<file path="src/hw/rtl/vfm_pkg.sv">
package vfm_pkg;

  // Field widths
  localparam int POS_W   = 4;
  localparam int MAT_W   = 8;
  localparam int NB_W    = 27;
  localparam int COORD_W = 5;
  localparam int LVL_W   = 8;
  localparam int FACE_W  = 3;
  localparam int STR_W   = 7;
  localparam int OCC_W   = 2;
  localparam int DARK_W  = 9;
  localparam int FACES   = 6;
  localparam int VERT_W  = 2;

  // Stream data widths, padded to whole bytes
  localparam int S_DATA_W = 48;
  localparam int M_DATA_W = 56;

  localparam logic [7:0]        CHUNK_EDGE     = 8'd16;
  localparam logic [STR_W-1:0]  STRENGTH_RESET = 7'd60;
  localparam logic [LVL_W-1:0]  FULL_LEVEL     = 8'd255;
  localparam logic [OCC_W-1:0]  BOTH_SIDES_OCC = 2'd3;
  localparam int                CENTRE_BIT     = 13;

  // Face codes
  localparam logic [FACE_W-1:0] FACE_XP = 3'd0;
  localparam logic [FACE_W-1:0] FACE_XN = 3'd1;
  localparam logic [FACE_W-1:0] FACE_YP = 3'd2;
  localparam logic [FACE_W-1:0] FACE_YN = 3'd3;
  localparam logic [FACE_W-1:0] FACE_ZP = 3'd4;
  localparam logic [FACE_W-1:0] FACE_ZN = 3'd5;

  typedef struct packed {
    logic [LVL_W-1:0] d;
    logic [LVL_W-1:0] c;
    logic [LVL_W-1:0] b;
    logic [LVL_W-1:0] a;
  } shade_t;

  // Faces whose direct neighbor is empty, bit f for face code f
  function automatic logic [FACES-1:0] exposed(input logic [NB_W-1:0] nb);
    return {!nb[4], !nb[22], !nb[10], !nb[16], !nb[12], !nb[14]};
  endfunction

  // Occluder bits per level, level k at [3k+2:3k] as {corner, side, side}
  function automatic logic [11:0] occ_bits(input logic [FACE_W-1:0] face,
                                           input logic [NB_W-1:0] nb);
    logic [11:0] r;
    case (face)
      FACE_XP: r = {nb[8], nb[5], nb[17], nb[2], nb[5], nb[11],
                    nb[26], nb[23], nb[17], nb[20], nb[23], nb[11]};
      FACE_XN: r = {nb[24], nb[21], nb[15], nb[18], nb[21], nb[9],
                    nb[6], nb[3], nb[15], nb[0], nb[3], nb[9]};
      FACE_YP: r = {nb[24], nb[25], nb[15], nb[6], nb[7], nb[15],
                    nb[26], nb[25], nb[17], nb[8], nb[7], nb[17]};
      FACE_YN: r = {nb[20], nb[19], nb[11], nb[2], nb[1], nb[11],
                    nb[18], nb[19], nb[9], nb[0], nb[1], nb[9]};
      FACE_ZP: r = {nb[26], nb[25], nb[23], nb[20], nb[19], nb[23],
                    nb[24], nb[25], nb[21], nb[18], nb[19], nb[21]};
      FACE_ZN: r = {nb[6], nb[7], nb[3], nb[0], nb[1], nb[3],
                    nb[8], nb[7], nb[5], nb[2], nb[1], nb[5]};
      default: r = '0;
    endcase
    return r;
  endfunction

  // Corner offset of a vertex as {z, y, x}, in winding order
  function automatic logic [2:0] vert_off(input logic [FACE_W-1:0] face,
                                          input logic [VERT_W-1:0] idx);
    logic [11:0] row;
    case (face)
      FACE_XP: row = {3'b111, 3'b011, 3'b001, 3'b101};
      FACE_XN: row = {3'b010, 3'b110, 3'b100, 3'b000};
      FACE_YP: row = {3'b111, 3'b110, 3'b010, 3'b011};
      FACE_YN: row = {3'b100, 3'b101, 3'b001, 3'b000};
      FACE_ZP: row = {3'b110, 3'b111, 3'b101, 3'b100};
      FACE_ZN: row = {3'b011, 3'b010, 3'b000, 3'b001};
      default: row = '0;
    endcase
    return row[idx*3 +: 3];
  endfunction

  // Saturate a position to the last cell of the chunk
  function automatic logic [POS_W-1:0] clamp_pos(input logic [POS_W-1:0] p);
    logic [7:0] last;
    last = CHUNK_EDGE - 8'd1;
    if ({4'd0, p} >= CHUNK_EDGE) return last[POS_W-1:0];
    return p;
  endfunction

endpackage

</file>
<file path="src/hw/rtl/vfm_shade.sv">
module vfm_shade (
  input  logic [vfm_pkg::FACE_W-1:0] face,
  input  logic [vfm_pkg::NB_W-1:0]   nb,
  input  logic [vfm_pkg::STR_W-1:0]  strength,
  output vfm_pkg::shade_t            shade
);
  import vfm_pkg::*;

  logic [11:0]      occ;
  logic [LVL_W-1:0] lvl [4];

  assign occ = occ_bits(face, nb);

  // Count occluders per corner, scale and saturate at black
  always_comb begin
    logic [OCC_W-1:0]  cnt;
    logic [DARK_W-1:0] dark;
    logic [DARK_W-1:0] diff;
    for (int k = 0; k < 4; k++) begin
      if (occ[3*k] && occ[3*k+1]) begin
        cnt = BOTH_SIDES_OCC;
      end else begin
        cnt = OCC_W'({1'b0, occ[3*k]} + {1'b0, occ[3*k+1]} + {1'b0, occ[3*k+2]});
      end
      dark = {{(DARK_W-OCC_W){1'b0}}, cnt} * {{(DARK_W-STR_W){1'b0}}, strength};
      diff = {1'b0, FULL_LEVEL} - dark;
      lvl[k] = (dark >= {1'b0, FULL_LEVEL}) ? '0 : diff[LVL_W-1:0];
    end
  end

  assign shade.a = lvl[0];
  assign shade.b = lvl[1];
  assign shade.c = lvl[2];
  assign shade.d = lvl[3];

endmodule

</file>
<file path="src/hw/rtl/voxel_face_mesher_with_ao.sv">
// An accepted voxel is loaded into the voxel registers; each of its vertices then passes
// through the single vertex output register. Throughput: one vertex per cycle while the
// output is not stalled; a voxel with exposed faces holds the input until its last
// vertex is taken. Voxels that emit nothing are taken one per cycle.
// Reset (rst, synchronous): output empty, no voxel in flight, strength 60.
module voxel_face_mesher_with_ao (
  input  logic                         clk,
  input  logic                         rst,
  input  logic                         s_tvalid,
  output logic                         s_tready,
  // pos_x, pos_y, pos_z, material, neighbourhood, zero pad
  input  logic [vfm_pkg::S_DATA_W-1:0] s_tdata,
  output logic                         m_tvalid,
  input  logic                         m_tready,
  // vert_x, vert_y, vert_z, vert_material, shade_a, shade_b, shade_c, shade_d, zero pad
  output logic [vfm_pkg::M_DATA_W-1:0] m_tdata,
  // face
  output logic [vfm_pkg::FACE_W-1:0]   m_tuser,
  output logic                         m_tlast,
  input  logic                         cfg_valid,
  output logic                         cfg_ready,
  input  logic [vfm_pkg::STR_W-1:0]    cfg_data
);
  import vfm_pkg::*;

  logic [STR_W-1:0]   strength;

  // Voxel being expanded
  logic               busy;
  logic [POS_W-1:0]   px, py, pz;
  logic [MAT_W-1:0]   mat;
  logic [NB_W-1:0]    nb;
  logic [FACES-1:0]   mask;
  logic [VERT_W-1:0]  vcnt;

  logic [FACE_W-1:0]  cur_face;
  logic [FACES-1:0]   cur_onehot;
  logic [FACES-1:0]   rest_mask;
  logic               face_done;
  logic               item_last;
  logic               advance;
  logic               accept;
  logic [FACES-1:0]   in_mask;
  logic [2:0]         off;
  shade_t             shade;

  // Input fields
  logic [POS_W-1:0]   in_x, in_y, in_z;
  logic [MAT_W-1:0]   in_mat;
  logic [NB_W-1:0]    in_nb;

  assign in_x   = s_tdata[3:0];
  assign in_y   = s_tdata[7:4];
  assign in_z   = s_tdata[11:8];
  assign in_mat = s_tdata[19:12];
  assign in_nb  = s_tdata[46:20];
  assign in_mask = in_nb[CENTRE_BIT] ? exposed(in_nb) : '0;

  // Pick the lowest remaining face
  always_comb begin
    cur_face = FACE_XP;
    for (int i = FACES - 1; i >= 0; i--) begin
      if (mask[i]) cur_face = FACE_W'(i);
    end
  end

  assign cur_onehot = FACES'(1) << cur_face;
  assign rest_mask  = mask & ~cur_onehot;
  assign face_done  = (vcnt == '1);
  assign item_last  = face_done && (rest_mask == '0);

  assign advance   = busy && (!m_tvalid || m_tready);
  assign s_tready  = !busy || (advance && item_last);
  assign accept    = s_tvalid && s_tready;
  assign cfg_ready = 1'b1;

  vfm_shade u_shade (
    .face     (cur_face),
    .nb       (nb),
    .strength (strength),
    .shade    (shade)
  );

  assign off = vert_off(cur_face, vcnt);

  // Control state
  always_ff @(posedge clk) begin
    if (rst) begin
      strength <= STRENGTH_RESET;
      busy     <= 1'b0;
      m_tvalid <= 1'b0;
    end else begin
      if (cfg_valid && cfg_ready) strength <= cfg_data;
      if (advance) begin
        m_tvalid <= 1'b1;
      end else if (m_tready) begin
        m_tvalid <= 1'b0;
      end
      if (accept) begin
        busy <= (in_mask != '0);
      end else if (advance && item_last) begin
        busy <= 1'b0;
      end
    end
  end

  // Load a new voxel, or step through its faces and vertices
  always_ff @(posedge clk) begin
    if (accept) begin
      px   <= clamp_pos(in_x);
      py   <= clamp_pos(in_y);
      pz   <= clamp_pos(in_z);
      mat  <= in_mat;
      nb   <= in_nb;
      mask <= in_mask;
      vcnt <= '0;
    end else if (advance) begin
      vcnt <= vcnt + VERT_W'(1);
      if (face_done) mask <= rest_mask;
    end
  end

  // Vertex output register
  always_ff @(posedge clk) begin
    if (advance) begin
      m_tuser <= cur_face;
      m_tlast <= item_last;
      m_tdata <= {1'b0, shade.d, shade.c, shade.b, shade.a, mat,
                  {1'b0, pz} + {4'd0, off[2]},
                  {1'b0, py} + {4'd0, off[1]},
                  {1'b0, px} + {4'd0, off[0]}};
    end
  end

endmodule

</file>
<file path="config.mk">
export PLATFORM = sky130hd
export DESIGN_NAME = voxel_face_mesher_with_ao
export DESIGN_NICKNAME = d
export VERILOG_FILES = /design/src/hw/rtl/vfm_pkg.sv /design/src/hw/rtl/vfm_shade.sv /design/src/hw/rtl/voxel_face_mesher_with_ao.sv
export SDC_FILE = /design/constraint.sdc
export NUM_CORES = 1
export LEC_CHECK = 0
export BUFFER_PORTS_ARGS = -buffer_cell sky130_fd_sc_hd__buf_2
export CELL_PAD_IN_SITES_DETAIL_PLACEMENT = 0
export CELL_PAD_IN_SITES_GLOBAL_PLACEMENT = 1
export CORE_MARGIN = 3
export CORE_UTILIZATION = 50
export CTS_BUF_LIST = sky130_fd_sc_hd__clkbuf_4
export CTS_CLUSTER_DIAMETER = 200
export DETAILED_ROUTE_END_ITERATION = 6
export PLACE_DENSITY_LB_ADDON = 0.1
export SYNTH_ARGS = -nofsm -noshare
export SYNTH_HDL_FRONTEND = slang
export SYNTH_HIERARCHICAL = 1
export SYNTH_SLANG_ARGS = --single-unit
</file>
<file path="constraint.sdc">
create_clock -name clk -period 9.8 [get_ports clk]
set_input_delay 0.98 -clock clk [delete_from_list [all_inputs] [get_ports clk]]
set_output_delay 0.98 -clock clk [all_outputs]
set_load 0.03 [all_outputs]
</file>
==> results of run 1 <==
-- registers in the layout, summed over array words and instances (netlist names) --
signal	flops
busy	1
mat	8
mask	6
m_tdata	55
vcnt	2
pz	4
strength	7
py	4
px	4
m_tlast	1
m_tvalid	1
nb	20
m_tuser	3
-- worst max-delay path by stage --
| stage | startpoint | cells past startpoint | end |
|---|---|---|---|
| 3_5_place_dp | mask[3]$_DFFE_PP_ | 15 | m_tdata[46]$_DFFE_PP_ |
| 3_3_place_gp | mask[3]$_DFFE_PP_ | 15 | m_tdata[46]$_DFFE_PP_ |
| 2_1_floorplan | mask[3]$_DFFE_PP_ | 18 | m_tdata[38]$_DFFE_PP_ |
| 4_1_cts | mask[3]$_DFFE_PP_ | 15 | m_tdata[46]$_DFFE_PP_ |
| 5_1_grt | mask[3]$_DFFE_PP_ | 15 | m_tdata[47]$_DFFE_PP_ |
| 6_report | mask[3]$_DFFE_PP_ | 15 | m_tdata[38]$_DFFE_PP_ |
-- cells in the final DEF, fill, tap and decap left out, types with 14 or more instances in the layout --
| cell type | count |
|---|---|
| a21oi_1 | 18 |
| and2_1 | 48 |
| buf_2 | 119 |
| clkbuf_4 | 17 |
| edfxtp_1 | 105 |
| ha_1 | 31 |
| nand2_1 | 24 |
| nand3_1 | 18 |
| nor2_1 | 44 |
| nor2b_1 | 14 |
-- layer usage --
layer	vias to the layer above	GRT usage	wire length [um]
met4	0	0.06374	212
met1	2029	0.2584	5969
met2	118	0.3069	5782
li1	2150	-	-
met3	21	0.05334	627
met5	-	0	0
-- metrics by stage --
stage,worst slack (ps),hold WS [ps]
5_1_grt,4140,438.1
3_5_place_dp,4600,404.5
6_report,4503,429.0
2_1_floorplan,5236,400.3
3_3_place_gp,4608,402.1
4_1_cts,4574,427.7
-- cell type report --
cell class,instances,area [sq um],share of cell area
Clock buffer,17,127.6,0.01751
Multi-Input combinational cell,367,2723,0.3736
Timing Repair Buffer,121,610.6,0.08378
Sequential cell,116,3373,0.4628
Clock inverter,14,202.7,0.02781
Tap cell,168,210.2,0.02884
Inverter,11,41.29,0.005665
-- power by group through the flow --
stage	Sequential (mW)	Combinational [mW]	Clock [mW]
after floorplan	0.694	0.368	0
after global placement	0.645	0.518	0
after detailed placement	0.647	0.530	0
after CTS	0.636	0.535	0.415
after global routing	0.641	0.600	0.435
final	0.635	0.533	0.401
==> reports/metrics.yaml, run 1 <==
status: "finished clean"
p_int_mw: 1.038
r2r_end: "m_tdata[38]$_DFFE_PP_"
grt_setup_unrepaired: "false"
timing.max_cap.violations: 0
comb_power_share: 0.340
path_class: "reg -> reg"
insertion_delay_ps: 520
dpl.hpwl_um: 9002
num-fill-cells: 1030
ios: 123
design_area_sq_um: 7288
r2r_start: "mask[3]$_DFFE_PP_"
peakVddDrop_mv: 0.08549
start_kind: "register"
arrival_ps: 5670
clockRootBuffer: "clkbuf_4"
ctsHoldBuffers: 0
drive_gt1_frac: 0.2848
power_switching_share: 0.3391
synth_area_sq_um: 6245
cts_tree: "yes"
post-route-period-util: 0.5405
setup_tns_ps: 0
grt_pass1_vias: 4399
grt_max_degree: 41
finalHoldViolations: 0
path_buf_inv: 0
syn_inst: 515
route.detailed.drc: 0
die_x_um: 117.8
power.leakage_nw: 2.977
slew_headroom: 0.2474
yosys_warnings: 6
crit_family: "simple AND/OR/NAND/NOR gates"
num_rows: 40
drtAntennaViolNets: 0
placed_area_sq_um: 6958
min_from: "mat[1]$_DFFE_PN_"
post-place-cells: 783
clock_path_buffers: 2
worstPathCellList: "or4_4 -> nor2_1 -> mux2_2 -> a22oi_1 -> o22ai_1 -> fa_1 -> a21o_2 -> and2_1 -> ha_1 -> fa_1 -> a21o_1 -> a211oi_1 -> nor2_1 -> a21o_1 -> a21oi_1"
hp-class: "reg -> reg"
core_sq_um: 12110
slew_viol_final: 0
final_core_util: 0.6018
critical-path-slowest-cell: "nor2_1"
drt_iter0_markers: 261
gp_congestion: 0.8306
pwr-share-seq: 0.405
cts-resized-gates: 0
min_path_cells: 0
initial_core_util: 0.5156
power_mw: 1.570
power_density_nw_per_um2: 215.4
cp.required_ps: 10170
finalWirelength_um: 12590
setup_viol: 0
dieHeight_um: 117.8
dr_total_vias: 4318
diodes: 0
cts_sinks: 116
cts.clk_slew.worst_paths_ps: 110
skew_ps: 14.58
cts_made_buffers: 17
clkPwrFrac: 0.256
grt_pass1_wl_um: 21380
fin_cells: 814
period_minus_slack_ps: 5297
dieArea_sq_um: 13870
cp-end-kind: "register"
synth.avg_cell_area_sq_um: 12.13
tightest_slew_ps: 1125
area_delta_synth_final_pct: 16.71
antenna_found_initial: 0
holdPathEnd: "m_tdata[16]$_DFFE_PP_"
ff2ff_setup_slack_ps: 4500
final_nets: 733
port_buffers: 119
cts_setup_buffers: 0
p_sw_mw: 0.5324
fmax_mhz: 188.8
ctsHtreeMaxLevel: 4
grt.overflow.total: 0
critPathMaxFanout: 17
track_usage: 0.1933
synth_nets: 614
drt_pre_antenna_iters: 5
reg2reg_depth: 15
via_per_inst: 5.305
wire_per_inst_um: 15.47
max_stage_delay_ps: 880
(Power assumes the default switching activity.)
==> run 2, diff against run 1 <==
- ABC_AREA: not set -> 1
- CORE_UTILIZATION: 50 -> 40
- clock period: 9.8 -> 4.6 ns (I/O delays scaled with it)
==> reports/metrics.yaml, run 2 <==
power.leakage_nw: 3.965  # +33%
gp_congestion: 0.8637  # +4.0%
core_sq_um: 16170  # +34%
timing.max_cap.violations: 0  # unchanged
final_nets: 1015  # +38%
period_minus_slack_ps: 4233  # -1065 ps
path_buf_inv: 6  # +6
max_stage_delay_ps: 510  # -370 ps
yosys_warnings: 6  # unchanged
final_cell_mix: "nand2_1, inv_1, buf_2, edfxtp_1, nor2_1"
hp-class: "in -> reg"
placed_area_sq_um: 7587  # +9.0%
cts_sinks: 116  # unchanged
antenna_found_initial: 0  # unchanged
p_sw_mw: 1.484  # +180%
wire_per_inst_um: 12.56  # -19%
slew_viol_final: 0  # unchanged
cts.clk_slew.worst_paths_ps: 120  # about the same
largest_reg_flops: 55  # unchanged
setup_tns_ps: 0  # unchanged
design_area_sq_um: 8039  # +10%
finalHoldViolations: 0  # unchanged
path_class: "reg -> reg"
critical-path-slowest-cell: "fa_1"
clock_path_buffers: 2  # unchanged
cts_made_buffers: 17  # unchanged
area_delta_synth_final_pct: 19.71
diodes: 0  # unchanged
cp.required_ps: 4890  # -5280 ps
insertion_delay_ps: 530  # about the same
num_rows: 46  # +15%
synth_nets: 861  # +40%
drtAntennaViolNets: 0  # unchanged
mostFrequentLayoutCell: "nand2_1"
setup_viol: 0  # unchanged
start_kind: "register"
finalWirelength_um: 14380  # +14%
grt_pass1_vias: 5010  # +14%
largest_registers: "m_tdata: 55 flops, nb: 20 flops, mat: 8 flops"
skew_ps: 15.34  # +0.7576 ps
dieHeight_um: 135.6  # +15%
arrival_ps: 4530  # -1140 ps
track_usage: 0.1607  # -0.03257
via_per_inst: 4.594  # -13%
cp-end-kind: "register"
initial_core_util: 0.4152  # -0.1004
synth_area_sq_um: 6715  # +7.5%
slew_headroom: 0.4719  # +0.2245
drt_pre_antenna_iters: 4  # -1
grt_pass1_wl_um: 23300  # +9.0%
grt_max_degree: 61  # +49%
tightest_slew_ps: 792.1  # -332.6 ps
p_int_mw: 2.120  # +100%
status: "finished clean"
power_density_nw_per_um2: 448.3  # +110%
peakVddDrop_mv: 0.1665  # +95%
grt.overflow.total: 0  # unchanged
syn_inst: 762  # +48%
cts_tree: "yes"
regMostFlops: "m_tdata"
grt_setup_unrepaired: "false"
synth.avg_cell_area_sq_um: 8.813  # -27%
die_x_um: 135.6  # +15%
drive_gt1_frac: 0.2519  # -0.03295
drt_iter0_markers: 186  # -29%
power_switching_share: 0.4119  # +0.07280
pwr-share-seq: 0.381  # -0.024
dpl.hpwl_um: 10870  # +21%
crit_family: "simple AND/OR/NAND/NOR gates"
clkPwrFrac: 0.185  # -0.071
critPathMaxFanout: 6  # -11
fmax_mhz: 236.3  # +25%
comb_power_share: 0.433  # +0.093
route.detailed.drc: 0  # unchanged
clockRootBuffer: "clkbuf_4"
post-route-period-util: 0.9201  # +0.3796
dieArea_sq_um: 18380  # +33%
ctsHtreeMaxLevel: 4  # unchanged
port_buffers: 119  # unchanged
dr_total_vias: 5260  # +22%
ios: 123  # unchanged
cp_common_cell: "inv_1"
==> run 2: area by class of cell <==
type | count | area, sq um
well taps | 216 | 270.3
clock inverters | 15 | 121.4
repair buffers | 142 | 793.3
clock buffers | 17 | 127.6
inverters | 143 | 545.5
fillers | 1566 | 8134
repair inverters | 1 | 7.507
flip-flops and latches | 116 | 3373
multi-input cells | 495 | 2800
==> run 2: worst reg2reg max path, stage by stage, from the launching register on <==
cell	delay (ps)
edfxtp_1	450
inv_1	90
nand2_1	60
nand2_1	60
nand2_2	80
nand2_4	120
clkinvlp_4	180
nand2_2	140
nor2_4	50
a221oi_2	250
o211ai_1	180
fa_1	510
inv_1	60
nand2_4	90
inv_2	60
nor2_1	110
ha_2	210
inv_1	50
fa_1	420
inv_1	90
nand2_1	50
nor2_1	100
nand3_1	90
nor2_1	90
nand3_1	110
o21bai_4	250
nor2_2	50
==> run 2: final timing paths <==
kind | end | slack, ps | start | depth (start not counted)
worst max-delay path | m_tdata[25]$_DFFE_PP_ | 370 | mask[3]$_DFFE_PP_ | 26
worst min-delay path | nb[2]$_DFFE_PN_ | 90 | s_tdata[22] | 1
worst min register to register | m_tdata[17]$_DFFE_PP_ | 430 | mat[2]$_DFFE_PN_ | 0
worst max register to register | m_tdata[25]$_DFFE_PP_ | 370 | mask[3]$_DFFE_PP_ | 26
==> run 2: per-layer routing <==
| layer | part of all wire | track usage | up-vias |
|---|---|---|---|
| met4 | 0.013 | 0.05375 | 0 |
| met3 | 0.051 | 0.04829 | 19 |
| met2 | 0.50 | 0.2724 | 130 |
| met1 | 0.44 | 0.1960 | 2352 |
| li1 | - | - | 2759 |
| met5 | 0 | 0 | - |
==> run 2: timing repair <==
action / in CTS / in global routing
buffers inserted: 0 / 8
endpoints found under the hold margin: 0 / 5
endpoints found under the setup margin: 0 / 26
gates resized for setup: 0 / 23
hold buffers: 0 / 5
==> run 2: metrics by stage <==
| step | util | total power, mW | hold slack [ps] | setup WS [ps] | cells |
|---|---|---|---|---|---|
| finish | 0.4971 | 3.604 | 94.51 | 367.5 | 1145 |
| global placement | 0.4691 | 2.900 | 400.1 | 148.1 | 1099 |
| floorplan | - | 2.575 | 400.3 | 615.1 | 762 |
| detailed placement | 0.4691 | 2.917 | 407.0 | 87.14 | 1099 |
| CTS | 0.4845 | 3.601 | 27.04 | 66.48 | 1131 |
| global route | 0.4971 | 3.942 | 3.613 | 48.95 | 1145 |
==> run 2: power by group through the flow <==
stage                     combinational, mW  sequential [mW]  clock, mW
after floorplan                        1.03             1.54          0
after global placement                 1.50             1.40          0
after detailed placement               1.52             1.40          0
after CTS                              1.53             1.38      0.700
after global routing                   1.80             1.39      0.758
final                                  1.56             1.37      0.668
==> run 3, diff against run 2 <==
- CTS_BUF_LIST: sky130_fd_sc_hd__clkbuf_4 -> sky130_fd_sc_hd__clkbuf_8
- SETUP_SLACK_MARGIN: not set -> 0.4
==> reports/metrics.yaml, run 3 (same netlist as run 2, synthesis figures left out) <==
min_from: "s_tdata[3]"
critPathMaxFanout: 7  # +1
post-route-period-util: 0.9255  # +0.005343
initial_core_util: 0.4152  # unchanged
reg2reg_depth: 27  # +3.8%
largest_registers: "m_tdata: 55 flops, nb: 20 flops, mat: 8 flops"
period_minus_slack_ps: 4257  # +24.58 ps
port_buffers: 119  # unchanged
ctsHoldBuffers: 0  # unchanged
final_nets: 1042  # +2.7%
r2r_end: "m_tdata[25]$_DFFE_PP_"
drt_iter0_markers: 252  # +35%
ios: 123  # unchanged
final_cell_mix: "nand2_1, inv_1, buf_2, edfxtp_1, nor2_1"
path_class: "reg -> reg"
track_usage: 0.1673  # +0.006636
holdWs_ps: 196.8  # +102.3 ps
cp.required_ps: 4780  # -110 ps
ff2ff_setup_slack_ps: 340  # -20 ps
peakVddDrop_mv: 0.2257  # +36%
antenna_found_initial: 0  # unchanged
grt_setup_unrepaired: "true"
mostFrequentLayoutCell: "nand2_1"
start_kind: "register"
num_rows: 46  # unchanged
skew_ps: 13.37  # -1.968 ps
grt_pass1_vias: 5242  # +4.6%
r2r_start: "mask[3]$_DFFE_PP_"
setup_viol: 0  # unchanged
cts_made_buffers: 17  # unchanged
slew_viol_final: 0  # unchanged
max_stage_delay_ps: 520  # about the same
slew_headroom: 0.4644  # -0.007474
dpl.hpwl_um: 10870  # unchanged
gp_congestion: 0.8637  # unchanged
power.leakage_nw: 4.168  # +5.1%
critical-path-slowest-cell: "fa_1"
finalHoldViolations: 0  # unchanged
grt.overflow.total: 0  # unchanged
cts.clk_slew.worst_paths_ps: 80  # -40 ps
die_x_um: 135.6  # unchanged
via_per_inst: 4.617  # +0.50%
dieHeight_um: 135.6  # unchanged
dieArea_sq_um: 18380  # unchanged
clock_path_buffers: 2  # unchanged
ctsHtreeMaxLevel: 4  # unchanged
power_density_nw_per_um2: 456.7  # +1.9%
post-place-cells: 1099  # unchanged
route.detailed.drc: 0  # unchanged
dr_total_vias: 5411  # +2.9%
cp_common_cell: "inv_2"
finalWirelength_um: 14980  # +4.2%
grt_pass1_wl_um: 24430  # +4.8%
holdPathEnd: "px[3]$_DFFE_PN_"
setup_tns_ps: 0  # unchanged
timing.max_cap.violations: 0  # unchanged
drive_gt1_frac: 0.3096  # +0.05774
clockRootBuffer: "clkbuf_8"
hp-class: "in -> reg"
largest_reg_flops: 55  # unchanged
insertion_delay_ps: 430  # -100 ps
status: "finished clean"
cts_sinks: 116  # unchanged
cp-end-kind: "register"
drtAntennaViolNets: 0  # unchanged
fin_cells: 1172  # +2.4%
regMostFlops: "m_tdata"
diodes: 0  # unchanged
core_sq_um: 16170  # unchanged
tightest_slew_ps: 803.3  # +11.21 ps
drt_pre_antenna_iters: 4  # unchanged
area_delta_synth_final_pct: 26.66
cts_tree: "yes"
arrival_ps: 4440  # -90 ps
grt_max_degree: 61  # unchanged
min_path_cells: 1  # unchanged
fmax_mhz: 234.9  # -0.58%
wire_per_inst_um: 12.78  # +1.8%
run 3: changes by cell type in the layout (fill, tap and decap cells not counted), moves of 3 or more:
cell           change
clkbuf_4          -17
buf_6              +6
dlygate4sd3_1      -5
nand3_1            -3
ha_4               +3
nor2_1             -6
nand2_1            -7
buf_4             +28
nand2_2            +6
nor2_4             +4
ha_1               -3
clkbuf_8          +17
nand3_2            +4
inv_1              -5
run 3: worst max-delay path: cells and delay by family, from the launching register on:
| family | cells | cell delay [ps] |
|---|---|---|
| adders and majority gates | 3 | 1090 |
| AOI/OAI and AO/OA | 3 | 720 |
| and+or+nand+nor | 14 | 1110 |
| buffers and inverters | 7 | 650 |
| DFF | 1 | 430 |
run 3: what timing repair did:
action / CTS / global route
gates resized for setup: 26 / 47
setup buffers: 30 / 11
pin swaps: 13 / 43
setup endpoints to repair: 24 / 31
run 3: how the worst max path moves through the flow:
stage | startpoint | to | slack, ps | cells after the start
after floorplan | mask[1]$_DFFE_PP_ | m_tdata[24]$_DFFE_PP_ | 620 | 24
after global placement | mask[4]$_DFFE_PP_ | m_tdata[25]$_DFFE_PP_ | 150 | 28
after detailed placement | mask[4]$_DFFE_PP_ | m_tdata[25]$_DFFE_PP_ | 90 | 28
after CTS | mask[3]$_DFFE_PP_ | m_tdata[25]$_DFFE_PP_ | 400 | 26
after global routing | mask[5]$_DFFE_PP_ | m_tdata[51]$_DFFE_PP_ | 110 | 26
final | mask[3]$_DFFE_PP_ | m_tdata[25]$_DFFE_PP_ | 340 | 27
run 3: per-layer routing:
layer,track usage,share of wire,vias to the layer above
li1,-,-,2818
met1,0.2043,0.43,2447
met2,0.2871,0.51,130
met3,0.04569,0.049,16
met4,0.05543,0.014,0
met5,0,0,-
run 3: area by class of cell:
type | instances | area, sq um
Inverter | 143 | 555.5
Timing Repair Buffer | 170 | 1016
Clock inverter | 15 | 121.4
Clock buffer | 17 | 234.0
Sequential cell | 116 | 3373
Tap cell | 216 | 270.3
Multi-Input combinational cell | 495 | 2935
Fill cell | 1527 | 7667
run 3: per-stage QoR:
step / area [sq um] / setup slack [ps] / total power, mW / util
after floorplan: 6715 / 615.1 / 2.575 / -
after global placement: 7587 / 148.1 / 2.900 / 0.4691
after detailed placement: 7587 / 87.14 / 2.917 / 0.4691
after CTS: 8255 / 398.2 / 3.837 / 0.5104
after global routing: 8506 / 114.2 / 4.225 / 0.5259
final: 8506 / 342.9 / 3.885 / 0.5259
run 3: where the power goes:
| part | leakage [nW] | total, mW | internal [mW] | switching [mW] |
|---|---|---|---|---|
| registers | 1.07 | 1.38 | 1.33 | 0.0464 |
| clock network | 0.167 | 0.843 | 0.384 | 0.459 |
| logic | 2.93 | 1.67 | 0.627 | 1.04 |
